--- src/rtl/core/brd_pkg.sv ---
// ----------------------------------------------------------------------------
// brd_pkg
// Shared types and constants of the byte run-length decoder.
// ----------------------------------------------------------------------------
package brd_pkg;

  localparam int unsigned LimitW         = 24;
  localparam int unsigned BytesPerResult = 4;
  localparam int unsigned WordW          = 8 * BytesPerResult;
  localparam int unsigned CountW         = 3;
  localparam int unsigned LenW           = 8;

  localparam logic [LimitW-1:0] LimitReset = {LimitW{1'b1}};

  typedef struct packed {
    logic [7:0] in_byte;
    logic       in_last;
  } brd_in_t;

  typedef struct packed {
    logic [WordW-1:0]  out_word;
    logic [CountW-1:0] out_count;
    logic              item_last;
    logic              chunk_done;
    logic              status;
  } brd_out_t;

  // One unit of work for the back end: len copies of data_byte, len 0 for
  // a status-only word.
  typedef struct packed {
    logic [7:0]      data_byte;
    logic [LenW-1:0] len;
    logic            last;
    logic            status;
  } brd_cmd_t;

endpackage

--- src/rtl/core/byte_rle_decoder.sv ---
// ----------------------------------------------------------------------------
// byte_rle_decoder
// Byte run-length decoder with per-chunk output limit.
// ----------------------------------------------------------------------------
// Header and literal bytes are taken one per cycle. A literal byte gives one
// word, a run of n bytes gives ceil(n/4) words, one per cycle from the
// expander when not stalled, so a run byte gives up to 32 words; the input
// stalls once the command queue (QUEUE_DEPTH entries) between parser and
// expander is full. The limit register takes effect from the chunk after the
// one in progress when it is written and the write port is always ready.
// ----------------------------------------------------------------------------
module byte_rle_decoder import brd_pkg::*; #(
  parameter int unsigned QUEUE_DEPTH = 2
) (
  input  logic              clk_i,
  input  logic              rst_ni,
  input  logic              in_valid_i,
  output logic              in_stall_o,
  input  brd_in_t           in_data_i,
  output logic              out_valid_o,
  input  logic              out_stall_i,
  output brd_out_t          out_data_o,
  input  logic              cfg_valid_i,
  output logic              cfg_ready_o,
  input  logic [LimitW-1:0] cfg_data_i
);

  logic [LimitW-1:0] limit_q;
  logic              accept;
  logic              push;
  logic              full;
  logic              empty;
  logic              pop;
  brd_cmd_t          push_cmd;
  brd_cmd_t          head_cmd;

  assign cfg_ready_o = 1'b1;
  assign in_stall_o  = full;
  assign accept      = in_valid_i && !full;

  always_ff @(posedge clk_i or negedge rst_ni) begin
    if (!rst_ni) begin
      limit_q <= LimitReset;
    end else if (cfg_valid_i && cfg_ready_o) begin
      limit_q <= cfg_data_i;
    end
  end

  brd_front u_front (
    .clk_i     (clk_i),
    .rst_ni    (rst_ni),
    .accept_i  (accept),
    .in_data_i (in_data_i),
    .limit_i   (limit_q),
    .push_o    (push),
    .cmd_o     (push_cmd)
  );

  brd_queue #(
    .DataW ( 1 * $bits(brd_cmd_t)),
    .Depth (QUEUE_DEPTH)
  ) u_queue (
    .clk_i   (clk_i),
    .rst_ni  (rst_ni),
    .push_i  (push),
    .data_i  (push_cmd),
    .full_o  (full),
    .pop_i   (pop),
    .empty_o (empty),
    .data_o  (head_cmd)
  );

  brd_back u_back (
    .clk_i       (clk_i),
    .rst_ni      (rst_ni),
    .cmd_valid_i (!empty),
    .cmd_i       (head_cmd),
    .pop_o       (pop),
    .out_valid_o (out_valid_o),
    .out_stall_i (out_stall_i),
    .out_data_o  (out_data_o)
  );

`ifndef NO_ASSERTIONS
  a_count_range : assert property (@(posedge clk_i) disable iff (!rst_ni)
    out_valid_o |-> out_data_o.out_count <= CountW'(BytesPerResult))
    else $error("word count above bytes per word");

  a_partial_final : assert property (@(posedge clk_i) disable iff (!rst_ni)
    (out_valid_o && !out_data_o.item_last) |->
      out_data_o.out_count == CountW'(BytesPerResult))
    else $error("short word before the end of a byte's output");

  a_status_only : assert property (@(posedge clk_i) disable iff (!rst_ni)
    (out_valid_o && out_data_o.out_count == '0) |->
      (out_data_o.chunk_done && out_data_o.item_last))
    else $error("empty word that does not close the chunk");

  a_done_is_final : assert property (@(posedge clk_i) disable iff (!rst_ni)
    (out_valid_o && out_data_o.chunk_done) |-> out_data_o.item_last)
    else $error("chunk end flagged on a non-final word");
`endif

endmodule

--- src/rtl/core/brd_front.sv ---
// ----------------------------------------------------------------------------
// brd_front
// Header parser: tracks the group state, checks the output limit and issues
// one command per byte that produces output or ends a chunk.
// ----------------------------------------------------------------------------
module brd_front import brd_pkg::*; (
  input  logic              clk_i,
  input  logic              rst_ni,
  input  logic              accept_i,
  input  brd_in_t           in_data_i,
  input  logic [LimitW-1:0] limit_i,
  output logic              push_o,
  output brd_cmd_t          cmd_o
);

  typedef enum logic [3:0] {
    PhHeader  = 4'b0001,
    PhLiteral = 4'b0010,
    PhRun     = 4'b0100,
    PhDrop    = 4'b1000
  } brd_phase_e;

  brd_phase_e        phase_q, phase_d;
  logic [6:0]        grp_q, grp_d;
  logic [6:0]        run_q, run_d;
  logic [LimitW-1:0] left_q, left_d;
  logic              err_q, err_d;

  logic [7:0] b;
  logic [7:0] n;
  logic       over;
  logic       push;
  logic [LenW-1:0] len;

  assign b    = in_data_i.in_byte;
  assign n    = b[7] ? (8'd0 - b) : (b + 8'd1);
  assign over = LimitW'(n) > left_q;

  always_comb begin
    phase_d = phase_q;
    grp_d   = grp_q;
    run_d   = run_q;
    left_d  = left_q;
    err_d   = err_q;
    push    = 1'b0;
    len     = '0;
    unique case (phase_q)
      PhHeader: begin
        if (over) begin
          err_d   = 1'b1;
          phase_d = PhDrop;
        end else begin
          left_d = left_q - LimitW'(n);
          if (b[7]) begin
            grp_d   = 7'(n - 8'd1);
            phase_d = PhLiteral;
          end else begin
            run_d   = b[6:0];
            phase_d = PhRun;
          end
          if (in_data_i.in_last) begin
            err_d   = 1'b1;
            phase_d = PhDrop;
          end
        end
      end
      PhLiteral: begin
        if (in_data_i.in_last && grp_q != 7'd0) begin
          err_d = 1'b1;
        end
        push = 1'b1;
        len  = LenW'(1);
        if (grp_q == 7'd0) begin
          phase_d = PhHeader;
        end else begin
          grp_d = grp_q - 7'd1;
        end
      end
      PhRun: begin
        push    = 1'b1;
        len     = {1'b0, run_q} + LenW'(1);
        phase_d = PhHeader;
      end
      PhDrop: begin
        push = 1'b0;
      end
      default: begin
        phase_d = PhHeader;
      end
    endcase
  end

  always_comb begin
    cmd_o.data_byte = b;
    cmd_o.len       = len;
    cmd_o.last      = in_data_i.in_last;
    cmd_o.status    = err_d;
    push_o          = accept_i && (push || in_data_i.in_last);
  end

  always_ff @(posedge clk_i or negedge rst_ni) begin
    if (!rst_ni) begin
      phase_q <= PhHeader;
      grp_q   <= '0;
      run_q   <= '0;
      left_q  <= LimitReset;
      err_q   <= 1'b0;
    end else if (accept_i) begin
      if (in_data_i.in_last) begin
        phase_q <= PhHeader;
        grp_q   <= '0;
        run_q   <= '0;
        left_q  <= limit_i;
        err_q   <= 1'b0;
      end else begin
        phase_q <= phase_d;
        grp_q   <= grp_d;
        run_q   <= run_d;
        left_q  <= left_d;
        err_q   <= err_d;
      end
    end
  end

endmodule

--- src/rtl/core/brd_queue.sv ---
// ----------------------------------------------------------------------------
// brd_queue
// Small register FIFO between the parser and the expander.
// ----------------------------------------------------------------------------
module brd_queue #(
  parameter int unsigned DataW = 8,
  parameter int unsigned Depth = 2
) (
  input  logic             clk_i,
  input  logic             rst_ni,
  input  logic             push_i,
  input  logic [DataW-1:0] data_i,
  output logic             full_o,
  input  logic             pop_i,
  output logic             empty_o,
  output logic [DataW-1:0] data_o
);

  localparam int unsigned PtrW = $clog2(Depth);
  localparam int unsigned CntW = $clog2(Depth + 1);
  localparam logic [PtrW-1:0] LastPtr = PtrW'(Depth - 1);

  logic [DataW-1:0] mem_q [Depth];
  logic [PtrW-1:0]  wr_q, rd_q;
  logic [CntW-1:0]  cnt_q;
  logic             do_push, do_pop;

  assign full_o  = cnt_q == CntW'(Depth);
  assign empty_o = cnt_q == '0;
  assign data_o  = mem_q[rd_q];
  assign do_push = push_i && !full_o;
  assign do_pop  = pop_i && !empty_o;

  always_ff @(posedge clk_i) begin
    if (do_push) begin
      mem_q[wr_q] <= data_i;
    end
  end

  always_ff @(posedge clk_i or negedge rst_ni) begin
    if (!rst_ni) begin
      wr_q  <= '0;
      rd_q  <= '0;
      cnt_q <= '0;
    end else begin
      if (do_push) begin
        wr_q <= (wr_q == LastPtr) ? '0 : wr_q + PtrW'(1);
      end
      if (do_pop) begin
        rd_q <= (rd_q == LastPtr) ? '0 : rd_q + PtrW'(1);
      end
      if (do_push && !do_pop) begin
        cnt_q <= cnt_q + CntW'(1);
      end else if (do_pop && !do_push) begin
        cnt_q <= cnt_q - CntW'(1);
      end
    end
  end

endmodule

--- src/rtl/core/brd_back.sv ---
// ----------------------------------------------------------------------------
// brd_back
// Expander: turns each command into output words of up to four bytes and
// holds them in the output register.
// ----------------------------------------------------------------------------
module brd_back import brd_pkg::*; (
  input  logic     clk_i,
  input  logic     rst_ni,
  input  logic     cmd_valid_i,
  input  brd_cmd_t cmd_i,
  output logic     pop_o,
  output logic     out_valid_o,
  input  logic     out_stall_i,
  output brd_out_t out_data_o
);

  logic [LenW-1:0]   sent_q;
  logic [LenW-1:0]   remaining;
  logic              fin;
  logic              adv;
  logic [CountW-1:0] cnt;
  logic [WordW-1:0]  word;
  logic              out_valid_q;
  brd_out_t          out_q, out_d;

  assign adv       = !out_valid_q || !out_stall_i;
  assign remaining = cmd_i.len - sent_q;
  assign fin       = remaining <= LenW'(BytesPerResult);
  assign cnt       = fin ? CountW'(remaining) : CountW'(BytesPerResult);
  assign pop_o     = adv && cmd_valid_i && fin;

  always_comb begin
    for (int i = 0; i < BytesPerResult; i++) begin
      word[8*i +: 8] = (CountW'(i) < cnt) ? cmd_i.data_byte : 8'd0;
    end
    out_d.out_word   = word;
    out_d.out_count  = cnt;
    out_d.item_last  = fin;
    out_d.chunk_done = fin && cmd_i.last;
    out_d.status     = cmd_i.status;
  end

  always_ff @(posedge clk_i or negedge rst_ni) begin
    if (!rst_ni) begin
      out_valid_q <= 1'b0;
      sent_q      <= '0;
    end else if (adv) begin
      out_valid_q <= cmd_valid_i;
      if (cmd_valid_i) begin
        sent_q <= fin ? '0 : sent_q + LenW'(BytesPerResult);
      end
    end
  end

  always_ff @(posedge clk_i) begin
    if (adv && cmd_valid_i) begin
      out_q <= out_d;
    end
  end

  assign out_valid_o = out_valid_q;
  assign out_data_o  = out_q;

endmodule

--- config.mk ---
export PLATFORM = sky130hd
export DESIGN_NAME = byte_rle_decoder
export DESIGN_NICKNAME = d
export VERILOG_FILES = /design/src/rtl/core/brd_pkg.sv /design/src/rtl/core/byte_rle_decoder.sv /design/src/rtl/core/brd_front.sv /design/src/rtl/core/brd_queue.sv /design/src/rtl/core/brd_back.sv
export SDC_FILE = /design/constraint.sdc
export NUM_CORES = 1
export LEC_CHECK = 0
export ABC_AREA = 1
export BUFFER_PORTS_ARGS = -buffer_cell sky130_fd_sc_hd__buf_4
export CORE_UTILIZATION = 54
export DETAILED_ROUTE_END_ITERATION = 6
export GPL_TIMING_DRIVEN = 0
export PLACE_DENSITY = 0.85
export SLEW_MARGIN = 10
export SYNTH_ARGS = -nofsm -noshare
export SYNTH_HDL_FRONTEND = slang
export SYNTH_HIERARCHICAL = 1
export SYNTH_SLANG_ARGS = --single-unit
--- constraint.sdc ---
create_clock -name clk_i -period 2.57 [get_ports clk_i]
set_input_delay 0.257 -clock clk_i [delete_from_list [all_inputs] [get_ports clk_i]]
set_output_delay 0.257 -clock clk_i [all_outputs]
set_load 0.02 [all_outputs]
==> run metrics <==
Psw 5.21 mW; EDFF count, synth 74; TritonCTS clock tree yes; Die Wd 126 um; GRT Total Usage 0.254; PortBufs 75; Critical Path AT 2.90 ns; f_max 387 MHz; Synth cell types 44; R2R depth 18; detailed-route DRC error count 0; Fin Hold WS -0.0144 ns; Final ANT Viol Nets 0; Die ar. 0.0159 sq mm; Area growth, synth to finish 21.1%; clock buffer depth 2; # setup viols final 1; Final Skew 0.00671 ns; DPL Wire Length 13200 um; Yosys reg bits 152; final WL 20000 um; CP endpoint kind flop; Final #Nets 1184; sequential share of the synthesized area 0.508; first-pass GRT wire length 32000 um; clk sink count 152; Final Cell Area 0.0101 sq mm; Worst Tran Pin Value 0.978 ns; Mapped Area 0.00834 sq mm; CTS buffer count 17; Clk pwr share 0.192; fin crit period 2.59 ns; # fillers 1167; compound-gate portion of the synthesized area 0.0615; P per Cell Area 1220 mW/mm^2; DRT Pass-1 Iters 5; Final Worst Setup Slack -0.0151 ns; status complete, but fails checks; max-cap check violation count 0; main combinational cell family by area after synthesis simple AND/OR/NAND/NOR gates; Syn Area/Cell 8.21 sq um; RSZ-0062 raised after global routing yes; initial drt markers 812; H-tree level count 4; worst-skew pair later-pin latency 0.43 ns; Sw Ratio 0.424; Pint 7.08 mW; DIE HEIGHT 126 um; Slew HR 0.348; CTS Root Cell clkbuf_16; Syn. warnings 6; worst reg2reg setup slack -0.02 ns; initial antenna violation count 0; xor/xnor share of the synthesized area 0.0136; setup TNS -0.0151 ns; crit path kind flop to flop; placed inst area 0.00921 sq mm; core box area 0.0151 sq mm; layout cell share with drive strength beyond 1 0.249; largest net degree at the start of global routing 79; vias in the first global route 6950; reg-to-reg startpoint u_queue/rd_q; failing checks hold timing, setup timing; post-synthesis simple-gate area fraction 0.292; # diodes 0; Syn Nets 1075; Synth async-reset ratio 0.513; final hold vios 7; Data required, critical path 2.89 ns; Tcrit/Tclk final 1.01; Final Wtd Congestion 0.937; Peak VDD IR 0.528 mV; clk slew on worst S/H paths 0.06 ns; hold crit path type input pin to async pin; mux contribution to synthesized area 0; Overflow after GRT 0; Combinational Power Share 0.464; peak fanout along the critical path 5; fraction of the mapped netlist area in adder cells 0.0324; Ports 79; RR Endpoint u_queue/cnt_q[1]; most frequent cells in the layout nand2_1, inv_1, buf_4; initial core utilization 0.551; most used flip-flop cell after synthesis edfxtp_1; LEAKAGE 4.92 nW; final slew viol count 0; Avg WL per Cell 15.1 um; Mapped Cells 1016; sequential share of power 0.345; commonest non-fill, non-tap cell in the layout nand2_1; number of vias per cell 5.41; vias after detailed routing 7179; num rows 45; startpoint class of the critical path flop
[cell usage after synthesis (7+ instances only)]
| library cell | number | area (sq um) |
|---|---|---|
| nand3_1 | 67 | 335 |
| nand2_1 | 365 | 1370 |
| o211ai_1 | 10 | 75.1 |
| nand2_2 | 20 | 125 |
| dfrtp_1 | 29 | 726 |
| a21oi_1 | 20 | 100 |
| inv_1 | 128 | 480 |
| edfxtp_1 | 74 | 2220 |
| o21ai_0 | 41 | 205 |
| ha_1 | 20 | 250 |
| buf_4 | 14 | 105 |
| xor2_1 | 7 | 61.3 |
| dfstp_2 | 49 | 1290 |
| nor2_1 | 84 | 315 |
[area by class of cell]
cell class | instances | area (sq um) | share of cell area
flip-flops and latches | 152 | 4240 | 0.419
multi-input cells | 698 | 3610 | 0.358
repair buffers | 90 | 676 | 0.0669
inverters | 133 | 515 | 0.0510
clock buffers | 17 | 425 | 0.0421
plain buffers | 33 | 267 | 0.0264
well taps | 188 | 235 | 0.0233
clock inverters | 15 | 136 | 0.0135
[through the flow]
step                utilization  setup slack, ns  hold slack [ns]  instances  total power [mW]
floorplan                     -          -0.0165          -0.0386       1016              7.72
global placement          0.608           -0.676            0.448       1279              8.92
detailed placement        0.608           -0.398            0.454       1279              9.14
CTS                       0.658          -0.0361           0.0125       1320              11.9
global route              0.667           -0.207           0.0130       1326              13.0
finish                    0.667          -0.0151          -0.0144       1326              12.3
[flip-flops by register name, summed over array words and instances (netlist names), 2 cells and up]
signal	count
u_queue/cnt_q	2
limit_q	24
u_front/grp_q	7
u_back/sent_q	6
u_queue/mem_q	36
u_front/phase_q	4
u_front/run_q	7
u_back/out_data_o	38
u_front/left_q	24
[layer usage]
metal,vias up,global-route usage,part of all wire
met3,56,0.0468,0.053
met2,300,0.458,0.52
met5,-,0,0
met4,0,0.118,0.032
li1,3438,-,-
met1,3385,0.294,0.40
[logic make-up after synthesis]
| family | Yosys count |
|---|---|
| and+or+nand+nor | 576 |
| buffers and inverters | 167 |
| DFF | 152 |
| AOI/OAI and AO/OA | 85 |
| adders and majority gates | 21 |
| xor gates and xnor gates | 13 |
| other | 2 |
[worst max-delay path by stage]
stage | start | end | cells past startpoint
2_1_floorplan | u_queue/rd_q | u_queue/cnt_q[1] | 22
3_3_place_gp | in_data_i[0] | u_queue/mem_q[1][13] | 7
6_report | u_queue/rd_q | u_queue/cnt_q[1] | 18
4_1_cts | u_queue/rd_q | u_queue/cnt_q[1] | 19
3_5_place_dp | in_data_i[1] | u_front/grp_q[1] | 20
5_1_grt | u_queue/rd_q | u_queue/cnt_q[1] | 20
[power by group through the flow]
| stage | sequential (mW) | clock (mW) | combinational (mW) |
|---|---|---|---|
| 2_1_floorplan | 4.51 | 0 | 3.21 |
| 3_3_place_gp | 4.20 | 0 | 4.72 |
| 3_5_place_dp | 4.23 | 0 | 4.91 |
| 4_1_cts | 4.21 | 2.39 | 5.33 |
| 5_1_grt | 4.31 | 2.50 | 6.23 |
| 6_report | 4.23 | 2.36 | 5.70 |
[critical path: stages (launching register included)]
cell and delay (ns):
dfrtp_1 0.41, buf_6 0.15, buf_8 0.12, nand2_2 0.05
nand2_2 0.06, ha_4 0.31, nand3_2 0.09, nand3_2 0.08
nand2_1 0.07, nor2_2 0.11, nand2_2 0.07, nor2_4 0.19
nand2_8 0.08, nor2_4 0.12, o21ai_4 0.08, ha_4 0.28
inv_1 0.04, nand4_1 0.09, nand2_1 0.06
[timing repair]
action | in CTS | in global routing
setup endpoints to repair | 20 | 87
resized for setup | 28 | 19
buffers inserted | 10 | 5
endpoints found under the hold margin | 0 | 0
hold buffers | 0 | 0
pin swaps | 21 | 9
gates cloned | 0 | 1
Power figures use the tool's default switching activity.
